**src/hw/rtl/tapid_pkg.sv**
```systemverilog
// ----------------------------------------------------------------------------
// tapid_pkg
// Shared constants, codes and control types of the two-axis PID regulator.
// ----------------------------------------------------------------------------
package tapid_pkg;

  localparam int DATA_WIDTH_DEF  = 32;
  localparam int FRAC_BITS_DEF   = 16;
  localparam int INTEG_WIDTH_DEF = 48;

  // configuration registers are all this wide
  localparam int REG_WIDTH = 32;
  // fractional bits of step_time (Q0.32)
  localparam int DT_FRAC   = 32;
  // operand slice handled by the shared multiplier per cycle
  localparam int CHUNK_W   = 32;

  localparam int CFG_IDX_W = 3;
  localparam logic [CFG_IDX_W-1:0] CFG_GAIN_P    = 3'd0;
  localparam logic [CFG_IDX_W-1:0] CFG_GAIN_I    = 3'd1;
  localparam logic [CFG_IDX_W-1:0] CFG_GAIN_D    = 3'd2;
  localparam logic [CFG_IDX_W-1:0] CFG_STEP_TIME = 3'd3;
  localparam logic [CFG_IDX_W-1:0] CFG_STEP_RATE = 3'd4;

  localparam logic [REG_WIDTH-1:0] STEP_TIME_RST = 32'd71582788;
  localparam logic [REG_WIDTH-1:0] STEP_RATE_RST = 32'd3932160;

  localparam int FUNC_W = 3;
  localparam logic [FUNC_W-1:0] FN_P       = 3'd0;
  localparam logic [FUNC_W-1:0] FN_I       = 3'd1;
  localparam logic [FUNC_W-1:0] FN_D       = 3'd2;
  localparam logic [FUNC_W-1:0] FN_PID     = 3'd3;
  localparam logic [FUNC_W-1:0] FN_RATE    = 3'd4;
  localparam logic [FUNC_W-1:0] FN_PIR     = 3'd5;
  localparam logic [FUNC_W-1:0] FN_PRELOAD = 3'd6;

  // datapath micro-operations, run in this order per axis
  typedef enum logic [2:0] {
    OP_P,    // kP * e
    OP_INC,  // integral += e * dt
    OP_I,    // kI * integral
    OP_DE,   // (e - last) * rate_hz
    OP_D,    // kD * de
    OP_R     // -kD * rate
  } op_t;

  typedef struct packed {
    logic cap;       // capture input transaction
    logic opnd;      // register operand magnitudes
    logic mul;       // one multiplier slice
    logic rnd;       // round, shift, saturate
    logic apply;     // write result to destination
    logic fin;       // close axis
    logic out_load;  // move result into output register
    op_t  op;
    logic axis;      // 0 x, 1 y
  } cmd_t;

  typedef struct packed {
    logic [FUNC_W-1:0] func;
    logic              two_axis;
  } stat_t;

  function automatic int mul_chunks(int dw, int iw);
    int bsw;
    bsw = (iw > dw + 1) ? iw : dw + 1;
    return (bsw + CHUNK_W - 1) / CHUNK_W;
  endfunction

  function automatic logic op_en(logic [FUNC_W-1:0] func, op_t op);
    logic en;
    case (op)
      OP_P:         en = (func == FN_P) || (func == FN_PID) || (func == FN_PIR);
      OP_INC, OP_I: en = (func == FN_I) || (func == FN_PID) || (func == FN_PIR);
      OP_DE, OP_D:  en = (func == FN_D) || (func == FN_PID);
      OP_R:         en = (func == FN_RATE) || (func == FN_PIR);
      default:      en = 1'b0;
    endcase
    return en;
  endfunction

endpackage

```
**src/hw/rtl/tapid_in_if.sv**
```systemverilog
// ----------------------------------------------------------------------------
// tapid_in_if
// Input channel: operation, axis select, errors and measured rates.
// ----------------------------------------------------------------------------
interface tapid_in_if import tapid_pkg::*; #(
  parameter int DATA_WIDTH = DATA_WIDTH_DEF
);
  logic                         valid;
  logic                         ready;
  logic [FUNC_W-1:0]            func;
  logic                         two_axis;
  logic signed [DATA_WIDTH-1:0] err_x;
  logic signed [DATA_WIDTH-1:0] err_y;
  logic signed [DATA_WIDTH-1:0] rate_x;
  logic signed [DATA_WIDTH-1:0] rate_y;

  modport source (output valid, func, two_axis, err_x, err_y, rate_x, rate_y, input ready);
  modport sink   (input valid, func, two_axis, err_x, err_y, rate_x, rate_y, output ready);
endinterface

```
**src/hw/rtl/tapid_out_if.sv**
```systemverilog
// ----------------------------------------------------------------------------
// tapid_out_if
// Result channel: saturated drive values of both axes.
// ----------------------------------------------------------------------------
interface tapid_out_if import tapid_pkg::*; #(
  parameter int DATA_WIDTH = DATA_WIDTH_DEF
);
  logic                         valid;
  logic                         ready;
  logic signed [DATA_WIDTH-1:0] drive_x;
  logic signed [DATA_WIDTH-1:0] drive_y;

  modport source (output valid, drive_x, drive_y, input ready);
  modport sink   (input valid, drive_x, drive_y, output ready);
endinterface

```
**src/hw/rtl/two_axis_pid_controller.sv**
```systemverilog
// Work per transaction: K enabled micro-ops on each of A axes, A = 1 or 2,
//   K = enabled micro-ops (P 1, I 2, D 2, PID 5, rate 1, PI+rate 4, preload 0),
//   S = 32-bit slices of the wider operand (2 at the default widths).
// One transaction at a time: the next input is taken once the last result is loaded;
//   the shared 32x32 multiplier runs each product as S slices.
// Reset (synchronous, rst_n low): integrators, last errors, gains zero; 60 Hz step; no result.
// ----------------------------------------------------------------------------
// two_axis_pid_controller
// Two-axis Q16.16 PID regulator with saturating integrators and outputs.
// ----------------------------------------------------------------------------
module two_axis_pid_controller import tapid_pkg::*; #(
  parameter int DATA_WIDTH  = DATA_WIDTH_DEF,
  parameter int FRAC_BITS   = FRAC_BITS_DEF,
  parameter int INTEG_WIDTH = INTEG_WIDTH_DEF
) (
  input  logic                 clk,
  input  logic                 rst_n,
  tapid_in_if.sink             in_if,
  tapid_out_if.source          out_if,
  input  logic                 cfg_we,
  input  logic [CFG_IDX_W-1:0] cfg_index,
  input  logic [REG_WIDTH-1:0] cfg_data
);

  cmd_t  cmd;
  stat_t stat;

  tapid_ctrl #(
    .DATA_WIDTH  (DATA_WIDTH),
    .INTEG_WIDTH (INTEG_WIDTH)
  ) u_ctrl (
    .clk       (clk),
    .rst_n     (rst_n),
    .in_valid  (in_if.valid),
    .in_ready  (in_if.ready),
    .out_valid (out_if.valid),
    .out_ready (out_if.ready),
    .stat      (stat),
    .cmd       (cmd)
  );

  tapid_dpath #(
    .DATA_WIDTH  (DATA_WIDTH),
    .FRAC_BITS   (FRAC_BITS),
    .INTEG_WIDTH (INTEG_WIDTH)
  ) u_dpath (
    .clk         (clk),
    .rst_n       (rst_n),
    .cmd         (cmd),
    .stat        (stat),
    .cfg_we      (cfg_we),
    .cfg_index   (cfg_index),
    .cfg_data    (cfg_data),
    .in_func     (in_if.func),
    .in_two_axis (in_if.two_axis),
    .in_err_x    (in_if.err_x),
    .in_err_y    (in_if.err_y),
    .in_rate_x   (in_if.rate_x),
    .in_rate_y   (in_if.rate_y),
    .out_drive_x (out_if.drive_x),
    .out_drive_y (out_if.drive_y)
  );

endmodule

```
**src/hw/rtl/tapid_dpath.sv**
```systemverilog
// ----------------------------------------------------------------------------
// tapid_dpath
// Datapath: config registers, axis state, shared sliced multiplier with
// floor rounding and saturation, term accumulator and output register.
// ----------------------------------------------------------------------------
module tapid_dpath import tapid_pkg::*; #(
  parameter int DATA_WIDTH  = DATA_WIDTH_DEF,
  parameter int FRAC_BITS   = FRAC_BITS_DEF,
  parameter int INTEG_WIDTH = INTEG_WIDTH_DEF
) (
  input  logic                         clk,
  input  logic                         rst_n,
  input  cmd_t                         cmd,
  output stat_t                        stat,
  input  logic                         cfg_we,
  input  logic [CFG_IDX_W-1:0]         cfg_index,
  input  logic [REG_WIDTH-1:0]         cfg_data,
  input  logic [FUNC_W-1:0]            in_func,
  input  logic                         in_two_axis,
  input  logic signed [DATA_WIDTH-1:0] in_err_x,
  input  logic signed [DATA_WIDTH-1:0] in_err_y,
  input  logic signed [DATA_WIDTH-1:0] in_rate_x,
  input  logic signed [DATA_WIDTH-1:0] in_rate_y,
  output logic signed [DATA_WIDTH-1:0] out_drive_x,
  output logic signed [DATA_WIDTH-1:0] out_drive_y
);

  localparam int DW  = DATA_WIDTH;
  localparam int IW  = INTEG_WIDTH;
  localparam int RW  = (DW > IW) ? DW : IW;
  localparam int BSW = (IW > DW + 1) ? IW : DW + 1;
  localparam int NCH = mul_chunks(DATA_WIDTH, INTEG_WIDTH);
  localparam int BPW = NCH * CHUNK_W;
  localparam int ACW = BPW + CHUNK_W;
  localparam int SW  = DW + 2;

  localparam logic signed [IW-1:0] INTEG_MAX = {1'b0, {(IW-1){1'b1}}};
  localparam logic signed [IW-1:0] INTEG_MIN = {1'b1, {(IW-1){1'b0}}};
  localparam logic signed [DW-1:0] DATA_MAX  = {1'b0, {(DW-1){1'b1}}};
  localparam logic signed [DW-1:0] DATA_MIN  = {1'b1, {(DW-1){1'b0}}};

  // configuration
  logic signed [REG_WIDTH-1:0] gain_p_r, gain_i_r, gain_d_r;
  logic [REG_WIDTH-1:0]        step_time_r, step_rate_r;

  // axis state
  logic signed [IW-1:0] integ_x_r, integ_y_r;
  logic signed [DW-1:0] last_x_r, last_y_r;

  // captured transaction
  logic [FUNC_W-1:0]    func_r;
  logic                 two_r;
  logic signed [DW-1:0] err_x_r, err_y_r, rate_x_r, rate_y_r;

  // working registers
  logic [CHUNK_W-1:0]   a_mag_r;
  logic [BPW-1:0]       b_pad_r;
  logic                 neg_r;
  logic [ACW-1:0]       acc_r;
  logic signed [RW-1:0] res_r;
  logic signed [DW-1:0] de_r;
  logic signed [SW-1:0] sum_r;
  logic signed [DW-1:0] drv_x_r, drv_y_r;
  logic signed [DW-1:0] out_x_r, out_y_r;

  // axis selection
  logic signed [DW-1:0] err_a, rate_a, last_a;
  logic signed [IW-1:0] integ_a;

  assign err_a   = cmd.axis ? err_y_r   : err_x_r;
  assign rate_a  = cmd.axis ? rate_y_r  : rate_x_r;
  assign last_a  = cmd.axis ? last_y_r  : last_x_r;
  assign integ_a = cmd.axis ? integ_y_r : integ_x_r;

  // operand selection
  logic signed [REG_WIDTH:0] a_s;
  logic signed [BSW-1:0]     b_s;
  logic                      neg_extra;
  logic [REG_WIDTH:0]        a_abs;
  logic [BSW-1:0]            b_abs;

  always_comb begin
    a_s       = {gain_p_r[REG_WIDTH-1], gain_p_r};
    b_s       = BSW'(err_a);
    neg_extra = 1'b0;
    case (cmd.op)
      OP_P: begin
        a_s = {gain_p_r[REG_WIDTH-1], gain_p_r};
        b_s = BSW'(err_a);
      end
      OP_INC: begin
        a_s = {1'b0, step_time_r};
        b_s = BSW'(err_a);
      end
      OP_I: begin
        a_s = {gain_i_r[REG_WIDTH-1], gain_i_r};
        b_s = BSW'(integ_a);
      end
      OP_DE: begin
        a_s = {1'b0, step_rate_r};
        b_s = BSW'(err_a) - BSW'(last_a);
      end
      OP_D: begin
        a_s = {gain_d_r[REG_WIDTH-1], gain_d_r};
        b_s = BSW'(de_r);
      end
      OP_R: begin
        a_s       = {gain_d_r[REG_WIDTH-1], gain_d_r};
        b_s       = BSW'(rate_a);
        neg_extra = 1'b1;
      end
      default: begin
        a_s = {gain_p_r[REG_WIDTH-1], gain_p_r};
        b_s = BSW'(err_a);
      end
    endcase
    a_abs = a_s[REG_WIDTH] ? $unsigned(-a_s) : $unsigned(a_s);
    b_abs = b_s[BSW-1] ? $unsigned(-b_s) : $unsigned(b_s);
  end

  // multiplier slice, most significant slice first
  logic [CHUNK_W-1:0]   b_top;
  logic [2*CHUNK_W-1:0] prod;

  assign b_top = b_pad_r[BPW-1 -: CHUNK_W];
  assign prod  = a_mag_r * b_top;

  // floor rounding of the signed product, shift and magnitude saturation
  logic           rnd_dt;
  logic [ACW:0]   rnd_add, t_sum, t_shift, lim, mag;
  logic [RW-1:0]  res_mag;

  always_comb begin
    rnd_dt  = (cmd.op == OP_INC);
    rnd_add = '0;
    if (neg_r) begin
      rnd_add = rnd_dt ? ((ACW+1)'(1) << DT_FRAC) - (ACW+1)'(1)
                       : ((ACW+1)'(1) << FRAC_BITS) - (ACW+1)'(1);
    end
    t_sum   = {1'b0, acc_r} + rnd_add;
    t_shift = rnd_dt ? (t_sum >> DT_FRAC) : (t_sum >> FRAC_BITS);
    lim     = (rnd_dt ? ((ACW+1)'(1) << (IW-1)) : ((ACW+1)'(1) << (DW-1)))
              - (neg_r ? (ACW+1)'(0) : (ACW+1)'(1));
    mag     = (t_shift > lim) ? lim : t_shift;
    res_mag = mag[RW-1:0];
  end

  // destination updates
  logic signed [IW:0]   integ_sum;
  logic signed [IW-1:0] integ_new, integ_pre;
  logic signed [RW-1:0] pre_ext;
  logic                 pre_ovf;
  logic signed [DW-1:0] sum_sat;

  always_comb begin
    integ_sum = (IW+1)'(integ_a) + (IW+1)'($signed(res_r[IW-1:0]));
    if (integ_sum[IW] != integ_sum[IW-1]) begin
      integ_new = integ_sum[IW] ? INTEG_MIN : INTEG_MAX;
    end else begin
      integ_new = integ_sum[IW-1:0];
    end
    pre_ext = RW'(err_a);
    pre_ovf = !((&pre_ext[RW-1:IW-1]) || !(|pre_ext[RW-1:IW-1]));
    if (pre_ovf) begin
      integ_pre = pre_ext[RW-1] ? INTEG_MIN : INTEG_MAX;
    end else begin
      integ_pre = pre_ext[IW-1:0];
    end
    if (!((&sum_r[SW-1:DW-1]) || !(|sum_r[SW-1:DW-1]))) begin
      sum_sat = sum_r[SW-1] ? DATA_MIN : DATA_MAX;
    end else begin
      sum_sat = sum_r[DW-1:0];
    end
  end

  logic term_op;
  assign term_op = (cmd.op == OP_P) || (cmd.op == OP_I) || (cmd.op == OP_D) ||
                   (cmd.op == OP_R);

  // registers with reset: configuration and axis state
  always_ff @(posedge clk) begin
    if (!rst_n) begin
      gain_p_r    <= '0;
      gain_i_r    <= '0;
      gain_d_r    <= '0;
      step_time_r <= STEP_TIME_RST;
      step_rate_r <= STEP_RATE_RST;
      integ_x_r   <= '0;
      integ_y_r   <= '0;
      last_x_r    <= '0;
      last_y_r    <= '0;
    end else begin
      if (cfg_we) begin
        case (cfg_index)
          CFG_GAIN_P:    gain_p_r    <= cfg_data;
          CFG_GAIN_I:    gain_i_r    <= cfg_data;
          CFG_GAIN_D:    gain_d_r    <= cfg_data;
          CFG_STEP_TIME: step_time_r <= cfg_data;
          CFG_STEP_RATE: step_rate_r <= cfg_data;
          default: ;
        endcase
      end
      if (cmd.apply && cmd.op == OP_INC) begin
        if (cmd.axis) integ_y_r <= integ_new;
        else          integ_x_r <= integ_new;
      end
      if (cmd.apply && cmd.op == OP_D) begin
        if (cmd.axis) last_y_r <= err_a;
        else          last_x_r <= err_a;
      end
      if (cmd.fin && func_r == FN_PRELOAD) begin
        if (cmd.axis) begin
          integ_y_r <= integ_pre;
          last_y_r  <= rate_a;
        end else begin
          integ_x_r <= integ_pre;
          last_x_r  <= rate_a;
        end
      end
    end
  end

  // payload registers
  always_ff @(posedge clk) begin
    if (cmd.cap) begin
      func_r   <= in_func;
      two_r    <= in_two_axis;
      err_x_r  <= in_err_x;
      err_y_r  <= in_err_y;
      rate_x_r <= in_rate_x;
      rate_y_r <= in_rate_y;
      sum_r    <= '0;
      drv_y_r  <= '0;
    end
    if (cmd.opnd) begin
      a_mag_r <= a_abs[REG_WIDTH-1:0];
      b_pad_r <= BPW'(b_abs);
      neg_r   <= a_s[REG_WIDTH] ^ b_s[BSW-1] ^ neg_extra;
      acc_r   <= '0;
    end
    if (cmd.mul) begin
      acc_r   <= (acc_r << CHUNK_W) + ACW'(prod);
      b_pad_r <= b_pad_r << CHUNK_W;
    end
    if (cmd.rnd) begin
      res_r <= neg_r ? (~res_mag + RW'(1)) : res_mag;
    end
    if (cmd.apply) begin
      if (term_op) sum_r <= sum_r + SW'($signed(res_r[DW-1:0]));
      if (cmd.op == OP_DE) de_r <= res_r[DW-1:0];
    end
    if (cmd.fin) begin
      if (cmd.axis) drv_y_r <= sum_sat;
      else          drv_x_r <= sum_sat;
      sum_r <= '0;
    end
    if (cmd.out_load) begin
      out_x_r <= drv_x_r;
      out_y_r <= drv_y_r;
    end
  end

  assign stat.func     = func_r;
  assign stat.two_axis = two_r;
  assign out_drive_x   = out_x_r;
  assign out_drive_y   = out_y_r;

endmodule

```
**src/hw/rtl/tapid_ctrl.sv**
```systemverilog
// ----------------------------------------------------------------------------
// tapid_ctrl
// Sequencer: walks the micro-operations of each axis, steps the multiplier
// slices and owns both handshakes.
// ----------------------------------------------------------------------------
module tapid_ctrl import tapid_pkg::*; #(
  parameter int DATA_WIDTH  = DATA_WIDTH_DEF,
  parameter int INTEG_WIDTH = INTEG_WIDTH_DEF
) (
  input  logic  clk,
  input  logic  rst_n,
  input  logic  in_valid,
  output logic  in_ready,
  output logic  out_valid,
  input  logic  out_ready,
  input  stat_t stat,
  output cmd_t  cmd
);

  localparam int NCH = mul_chunks(DATA_WIDTH, INTEG_WIDTH);
  localparam int KW  = (NCH > 1) ? $clog2(NCH) : 1;

  typedef enum logic [2:0] {
    S_IDLE,
    S_SEL,
    S_OPND,
    S_MUL,
    S_RND,
    S_APPLY,
    S_FIN,
    S_DONE
  } state_t;

  state_t        state_r, state_nxt;
  op_t           op_r, op_nxt;
  logic          axis_r, axis_nxt;
  logic [KW-1:0] chunk_r, chunk_nxt;
  logic          out_valid_r, out_valid_nxt;

  always_comb begin
    state_nxt     = state_r;
    op_nxt        = op_r;
    axis_nxt      = axis_r;
    chunk_nxt     = chunk_r;
    out_valid_nxt = out_valid_r;
    if (out_valid_r && out_ready) out_valid_nxt = 1'b0;
    case (state_r)
      S_IDLE: begin
        if (in_valid) begin
          state_nxt = S_SEL;
          op_nxt    = OP_P;
          axis_nxt  = 1'b0;
        end
      end
      S_SEL: begin
        if (op_en(stat.func, op_r)) begin
          state_nxt = S_OPND;
        end else if (op_r == OP_R) begin
          state_nxt = S_FIN;
        end else begin
          op_nxt = op_t'(op_r + 3'd1);
        end
      end
      S_OPND: begin
        state_nxt = S_MUL;
        chunk_nxt = '0;
      end
      S_MUL: begin
        if (chunk_r == KW'(NCH - 1)) state_nxt = S_RND;
        else chunk_nxt = chunk_r + KW'(1);
      end
      S_RND: state_nxt = S_APPLY;
      S_APPLY: begin
        if (op_r == OP_R) begin
          state_nxt = S_FIN;
        end else begin
          op_nxt    = op_t'(op_r + 3'd1);
          state_nxt = S_SEL;
        end
      end
      S_FIN: begin
        if (!axis_r && stat.two_axis) begin
          axis_nxt  = 1'b1;
          op_nxt    = OP_P;
          state_nxt = S_SEL;
        end else begin
          state_nxt = S_DONE;
        end
      end
      S_DONE: begin
        // output register frees up in the same cycle it is taken
        if (!out_valid_r || out_ready) begin
          out_valid_nxt = 1'b1;
          state_nxt     = S_IDLE;
        end
      end
      default: state_nxt = S_IDLE;
    endcase
  end

  always_ff @(posedge clk) begin
    if (!rst_n) begin
      state_r     <= S_IDLE;
      op_r        <= OP_P;
      axis_r      <= 1'b0;
      chunk_r     <= '0;
      out_valid_r <= 1'b0;
    end else begin
      state_r     <= state_nxt;
      op_r        <= op_nxt;
      axis_r      <= axis_nxt;
      chunk_r     <= chunk_nxt;
      out_valid_r <= out_valid_nxt;
    end
  end

  assign in_ready  = (state_r == S_IDLE);
  assign out_valid = out_valid_r;

  always_comb begin
    cmd.cap      = in_valid && in_ready;
    cmd.opnd     = (state_r == S_OPND);
    cmd.mul      = (state_r == S_MUL);
    cmd.rnd      = (state_r == S_RND);
    cmd.apply    = (state_r == S_APPLY);
    cmd.fin      = (state_r == S_FIN);
    cmd.out_load = (state_r == S_DONE) && (!out_valid_r || out_ready);
    cmd.op       = op_r;
    cmd.axis     = axis_r;
  end

  a_cap_starts: assert property (@(posedge clk) disable iff (!rst_n)
    (in_valid && in_ready) |=> (state_r == S_SEL))
    else $error("transaction accepted but sequencer did not start");

  a_valid_from_done: assert property (@(posedge clk) disable iff (!rst_n)
    $rose(out_valid_r) |-> ($past(state_r) == S_DONE))
    else $error("result raised outside completion");

  a_load_shows: assert property (@(posedge clk) disable iff (!rst_n)
    cmd.out_load |=> out_valid_r)
    else $error("output register loaded but not presented");

  a_y_only_two_axis: assert property (@(posedge clk) disable iff (!rst_n)
    (state_r != S_IDLE && axis_r) |-> stat.two_axis)
    else $error("y axis processed for single-axis transaction");

  a_chunk_range: assert property (@(posedge clk) disable iff (!rst_n)
    (state_r == S_MUL) |-> (chunk_r <= KW'(NCH - 1)))
    else $error("multiplier slice count out of range");

endmodule

```
**src/flat_wrapper.sv**
```systemverilog
// flat-port wrapper written by rule: the top's interface ports become plain ports
module two_axis_pid_controller_flat import tapid_pkg::*;
#(
  parameter int DATA_WIDTH  = DATA_WIDTH_DEF,
  parameter int FRAC_BITS   = FRAC_BITS_DEF,
  parameter int INTEG_WIDTH = INTEG_WIDTH_DEF
)
  (clk, rst_n, cfg_we, cfg_index, cfg_data, in_if_valid, in_if_func, in_if_two_axis, in_if_err_x, in_if_err_y, in_if_rate_x, in_if_rate_y, in_if_ready, out_if_valid, out_if_drive_x, out_if_drive_y, out_if_ready);
  tapid_in_if #(.DATA_WIDTH(DATA_WIDTH)) in_if_i ();
  tapid_out_if #(.DATA_WIDTH(DATA_WIDTH)) out_if_i ();
  input  logic clk;
  input  logic rst_n;
  input  logic cfg_we;
  input  logic [CFG_IDX_W-1:0] cfg_index;
  input  logic [REG_WIDTH-1:0] cfg_data;
  input wire logic [$bits(in_if_i.valid)-1:0] in_if_valid;
  input wire logic [$bits(in_if_i.func)-1:0] in_if_func;
  input wire logic [$bits(in_if_i.two_axis)-1:0] in_if_two_axis;
  input wire logic [$bits(in_if_i.err_x)-1:0] in_if_err_x;
  input wire logic [$bits(in_if_i.err_y)-1:0] in_if_err_y;
  input wire logic [$bits(in_if_i.rate_x)-1:0] in_if_rate_x;
  input wire logic [$bits(in_if_i.rate_y)-1:0] in_if_rate_y;
  output wire logic [$bits(in_if_i.ready)-1:0] in_if_ready;
  output wire logic [$bits(out_if_i.valid)-1:0] out_if_valid;
  output wire logic [$bits(out_if_i.drive_x)-1:0] out_if_drive_x;
  output wire logic [$bits(out_if_i.drive_y)-1:0] out_if_drive_y;
  input wire logic [$bits(out_if_i.ready)-1:0] out_if_ready;
  assign in_if_i.valid = in_if_valid;
  assign in_if_i.func = in_if_func;
  assign in_if_i.two_axis = in_if_two_axis;
  assign in_if_i.err_x = in_if_err_x;
  assign in_if_i.err_y = in_if_err_y;
  assign in_if_i.rate_x = in_if_rate_x;
  assign in_if_i.rate_y = in_if_rate_y;
  assign in_if_ready = in_if_i.ready;
  assign out_if_valid = out_if_i.valid;
  assign out_if_drive_x = out_if_i.drive_x;
  assign out_if_drive_y = out_if_i.drive_y;
  assign out_if_i.ready = out_if_ready;
  two_axis_pid_controller #(.DATA_WIDTH(DATA_WIDTH), .FRAC_BITS(FRAC_BITS), .INTEG_WIDTH(INTEG_WIDTH)) u_core (.clk(clk), .rst_n(rst_n), .in_if(in_if_i), .out_if(out_if_i), .cfg_we(cfg_we), .cfg_index(cfg_index), .cfg_data(cfg_data));
endmodule
```
**config.mk**
```make
export PLATFORM = sky130hd
export DESIGN_NAME = two_axis_pid_controller_flat
export DESIGN_NICKNAME = d
export VERILOG_FILES = /design/src/hw/rtl/tapid_pkg.sv /design/src/hw/rtl/tapid_in_if.sv /design/src/hw/rtl/tapid_out_if.sv /design/src/hw/rtl/two_axis_pid_controller.sv /design/src/hw/rtl/tapid_dpath.sv /design/src/hw/rtl/tapid_ctrl.sv /design/src/flat_wrapper.sv
export SDC_FILE = /design/constraint.sdc
export NUM_CORES = 2
export LEC_CHECK = 0
export BUFFER_PORTS_ARGS = -buffer_cell sky130_fd_sc_hd__clkbuf_2
export CAP_MARGIN = 30
export CELL_PAD_IN_SITES_DETAIL_PLACEMENT = 1
export CELL_PAD_IN_SITES_GLOBAL_PLACEMENT = 1
export CORE_ASPECT_RATIO = 0.7
export CORE_MARGIN = 8
export CORE_UTILIZATION = 46
export DETAILED_ROUTE_END_ITERATION = 8
export PLACE_DENSITY_LB_ADDON = 0.1
export SYNTH_ARGS = -nofsm -noshare
export SYNTH_HDL_FRONTEND = slang
export SYNTH_HIERARCHICAL = 1
export SYNTH_SLANG_ARGS = --single-unit
```
**constraint.sdc**
```tcl
create_clock -name clk -period 18.6 [get_ports clk]
set_input_delay 5.58 -clock clk [delete_from_list [all_inputs] [get_ports clk]]
set_output_delay 5.58 -clock clk [all_outputs]
set_load 0.05 [all_outputs]
```
==> key figures <==
Run status
  – Outcome: completed

Timing
  – Clk_skew: between 0.06 and 0.07 ns
  – Transition at the pin with the smallest max-transition slack: about 1.1 ns
  – Maximum clock frequency: ~86 MHz
  – Final period utilization: 62.9%
  – Max-slew headroom: 23.5%
  – Final critical path time including I/O delays and setup: 11.69 ns
  – Total setup violations reported at the end of the flow: 0
  – Number of slew-limit violations in the final report: 0
  – Final total negative setup slack: 0 ns
  – Number of hold-slack violations in the final timing report: 0
  – Setup repair after global routing missed its margin: false

Setup path
  – Worst Setup End Kind: flip-flop
  – Critical-path maximum fanout: just under 60
  – Cell with the most instances on the worst path: sky130_fd_sc_hd__buf_4
  – Crit path from: u_core/u_ctrl/op_r[0]
  – Required time of the worst setup path: 19.03 ns
  – FF-to-FF Start: u_core/u_ctrl/op_r[0]
  – Slowest-stage cell, CP: sky130_fd_sc_hd__dfxtp_4
  – CP arrival: approximately 12 ns
  – Startpoint type of the worst setup path: flip-flop
  – Maximum cell stage delay along the critical path: about 0.84 ns
  – Startpoint-to-endpoint class of the critical path: reg -> reg

Global route
  – Met2 usage in global routing: approximately 46%
  – Most utilized layer in the global route result: met1
  – Via count of the first global-routing pass: 75720
  – Met3 track demand over resource in global routing: under 10%
  – Grt met1 use: approximately half
  – Number of antenna violations at the first check in global routing: 17
  – First-pass GRT wire length: about 500 mm
  – Congestion Overflow GR: 0
  – Maximum number of pins on one net before global-route repair: about 110
  – Global-route usage over all layers: between 30% and 40%

Die
  – Initial standard-cell utilization of the core: 46.3%
  – Core box area: ~180000 um^2
  – X dimension of the die: between 500 and 600 um
  – Vertical die dimension: roughly 380 um
  – Die outline area: 200000 um^2
  – Number of placement rows: about 130
  – Number of top-level pins: 238

Synth
  – Sequential-to-total area share from yosys stat: 26.5%
  – Synth async-reset ratio: 0%
  – Most common cell in the netlist: sky130_fd_sc_hd__nand2_1
  – Multiplexer area fraction after synthesis: 2.95%
  – Portion of synthesized cell area occupied by the leading cell type: between 20% and 30%
  – Number of enable flip-flop cells after synthesis: 469
  – Count of warnings emitted by yosys: 6
  – Cell count after synthesis: approximately 9600
  – Compound-gate portion of the synthesized area: 14.1%
  – Main flop type after synthesis: sky130_fd_sc_hd__edfxtp_1
  – Synth cell types: about 110
  – Seq cells post-synth: about 900
  – Synth top cells by count: 1499 x sky130_fd_sc_hd__nand2_1, 1229 x sky130_fd_sc_hd__inv_1, 934 x sky130_fd_sc_hd__fa_1, 487 x sky130_fd_sc_hd__a21oi_1, 477 x sky130_fd_sc_hd__clkbuf_1
  – Post-Synthesis Cell Area: between 80000 and 90000 um^2
  – Net count after synthesis: 11136
  – Synth area leader: sky130_fd_sc_hd__fa_1
  – Post-Synthesis Mean Instance Area: slightly below 9 um^2
  – Synthesized-area fraction occupied by adder cells: between 20 and 30%
  – Largest family of logic cells by synthesized area: adder cells
  – Xor/xnor cell area share of the yosys netlist: around 3.0%
  – Simple-gate portion of the synthesized area: between 15 and 20%
  – Dominant cells by area after synthesis: sky130_fd_sc_hd__fa_1 22%, sky130_fd_sc_hd__edfxtp_1 16%, sky130_fd_sc_hd__dfxtp_1 10%

CTS
  – H-tree Lvls: 3
  – Setup Fix Bufs, Post-CTS: 0
  – TritonCTS buffer count: 93
  – CTS sink cnt: between 800 and 900
  – Cell at the root of the clock tree: sky130_fd_sc_hd__clkbuf_16
  – Clock transition at the register clock pins on the worst setup and hold paths after CTS: ~0.070 ns
  – Worst skew pair latency: about 0.74 ns
  – Count of hold-fix buffers inserted at cts: 0
  – Post-CTS Resized: 0
  – Buffer depth of the longest clock path: 3
  – CTS tree: yes

Cells and area
  – Number of filler cells placed in the layout: ~21000
  – Multi-input gate area in the final layout: roughly 56000 um^2
  – Area growth from synthesis to final layout: 8.10%
  – Net count reported at finish: about 11000
  – Area occupied by registers: roughly 23000 um^2
  – Share of layout cells above drive strength 1: 7.88%

Flow run
  – Max-cap violations: 0

Drt
  – Number of nets with antenna violations after routing: 0
  – Number of vias after detailed routing: slightly above 70000
  – Detail-routed net length per standard cell: roughly 27 um
  – DRC violations left: 0
  – Detailed-routing iteration count for the pre-antenna-repair pass: 5
  – Sum of routed wire length over all layers: roughly 330 mm
  – Number of violations reported at the end of detailed-routing iteration 0: 6963
  – Vias/cell: approximately 6.0

Placement
  – Post-DP HPWL: around 250 mm
  – Port Buffer Count: ~240
  – Global placer's final weighted congestion: 0.985

Worst hold path
  – Min-Delay Path Class: reg -> reg
  – Source of the worst hold timing path: u_core/u_dpath/drv_x_r[0]
-- layout make-up --
class                   count  area share (%)
well taps                2479            3.36
multi-input cells        6870            60.7
repair buffers            406            2.75
clock buffers             125            2.85
flip-flops and latches    896            24.5
clock inverters            50           0.751
diodes                      8          0.0217
inverters                1233            5.02
-- flip-flops by register name, summed over array words and instances, names as in the netlist, 32 cells and up, named ones only --
signal / cells
u_core/u_dpath/integ_x_r: 47
u_core/u_dpath/gain_d_r: 32
u_core/u_dpath/res_r: 48
u_core/u_dpath/drv_y_r: 32
u_core/u_dpath/a_mag_r: 32
u_core/u_dpath/step_rate_r: 32
u_core/u_dpath/rate_y_r: 32
u_core/u_dpath/sum_r: 34
u_core/u_dpath/drv_x_r: 32
u_core/u_dpath/out_drive_y: 32
u_core/u_dpath/err_y_r: 32
u_core/u_dpath/last_y_r: 32
u_core/u_dpath/gain_i_r: 32
u_core/u_dpath/b_pad_r: 64
u_core/u_dpath/out_drive_x: 32
u_core/u_dpath/de_r: 32
u_core/u_dpath/err_x_r: 32
u_core/u_dpath/last_x_r: 32
u_core/u_dpath/step_time_r: 32
u_core/u_dpath/integ_y_r: 47
u_core/u_dpath/rate_x_r: 32
u_core/u_dpath/acc_r: 96
u_core/u_dpath/gain_p_r: 32
-- through the flow --
step / hold slack (ns) / area [um^2] / cells / utilization, % / setup slack, ns
2_1_floorplan: 0.400 / 85400 / 9558 / - / 9.32
5_1_grt: 0.424 / 92300 / 12062 / 50.0 / 6.36
3_5_place_dp: 0.406 / 88900 / 11880 / 48.1 / 7.27
4_1_cts: 0.410 / 92200 / 12055 / 49.9 / 7.21
6_report: 0.419 / 92300 / 12067 / 50.0 / 6.91
3_3_place_gp: 0.404 / 88800 / 11874 / 48.1 / 7.45
-- metal layers --
metal | routed length, um | vias to the layer above
met1 | 153000 | 37552
met5 | 13 | -
met3 | 30300 | 397
met4 | 6840 | 2
met2 | 135000 | 2949
li1 | - | 31649
-- path summary, 6_finish.rpt --
check | cells past startpoint | end | slack, ns
setup / recovery | 35 | u_core/u_dpath/res_r[44] | 6.91
hold / removal | 0 | u_core/u_dpath/out_drive_x[0] | 0.42
setup reg to reg | 35 | u_core/u_dpath/res_r[44] | 6.91
hold reg to reg | 0 | u_core/u_dpath/out_drive_x[0] | 0.42
-- worst max-delay path: cells and delay by family (launching register included) --
kind,cells,cell delay (ns)
adders and majority gates,3,0.80
DFF,1,0.84
AOI/OAI and AO/OA,15,4.67
and+or+nand+nor,8,1.77
xor gates and xnor gates,1,0.14
buffers and inverters,7,2.77
muxes,1,0.25
-- cells by family (layout without fill, tap and decap cells) --
group | after synthesis | after routing
simple gates | 3061 | 3061
compound gates | 1864 | 1864
buf+inv | 1792 | 1814
fa+ha+maj | 1409 | 1409
flops | 896 | 896
xor+xnor | 297 | 297
mux | 239 | 239
other cells | 0 | 8
-- layout by cell type (no fill, tap or decap), types with 58 or more instances in the layout --
| master | count |
|---|---|
| sky130_fd_sc_hd__a21oi_1 | 486 |
| sky130_fd_sc_hd__a31oi_1 | 64 |
| sky130_fd_sc_hd__o21ai_0 | 416 |
| sky130_fd_sc_hd__xor2_1 | 119 |
| sky130_fd_sc_hd__mux2_2 | 102 |
| sky130_fd_sc_hd__dfxtp_1 | 423 |
| sky130_fd_sc_hd__ha_1 | 471 |
| sky130_fd_sc_hd__and2_1 | 367 |
| sky130_fd_sc_hd__o22ai_1 | 73 |
| sky130_fd_sc_hd__a22oi_1 | 76 |
| sky130_fd_sc_hd__nor2_1 | 411 |
| sky130_fd_sc_hd__a21boi_0 | 164 |
| sky130_fd_sc_hd__nand3_1 | 230 |
| sky130_fd_sc_hd__a21o_1 | 124 |
| sky130_fd_sc_hd__nand4_1 | 67 |
| sky130_fd_sc_hd__a211oi_1 | 58 |
| sky130_fd_sc_hd__inv_1 | 1226 |
| sky130_fd_sc_hd__clkbuf_16 | 98 |
| sky130_fd_sc_hd__xnor2_1 | 178 |
| sky130_fd_sc_hd__nor3_1 | 107 |
| sky130_fd_sc_hd__edfxtp_1 | 469 |
| sky130_fd_sc_hd__buf_4 | 162 |
| sky130_fd_sc_hd__fa_1 | 934 |
| sky130_fd_sc_hd__nand2_1 | 1494 |
| sky130_fd_sc_hd__mux2i_1 | 136 |
| sky130_fd_sc_hd__clkbuf_2 | 236 |
Power is left out: the tool's default activity adds up to more than one toggle a clock period on the data nets, which glitch-free logic cannot reach.
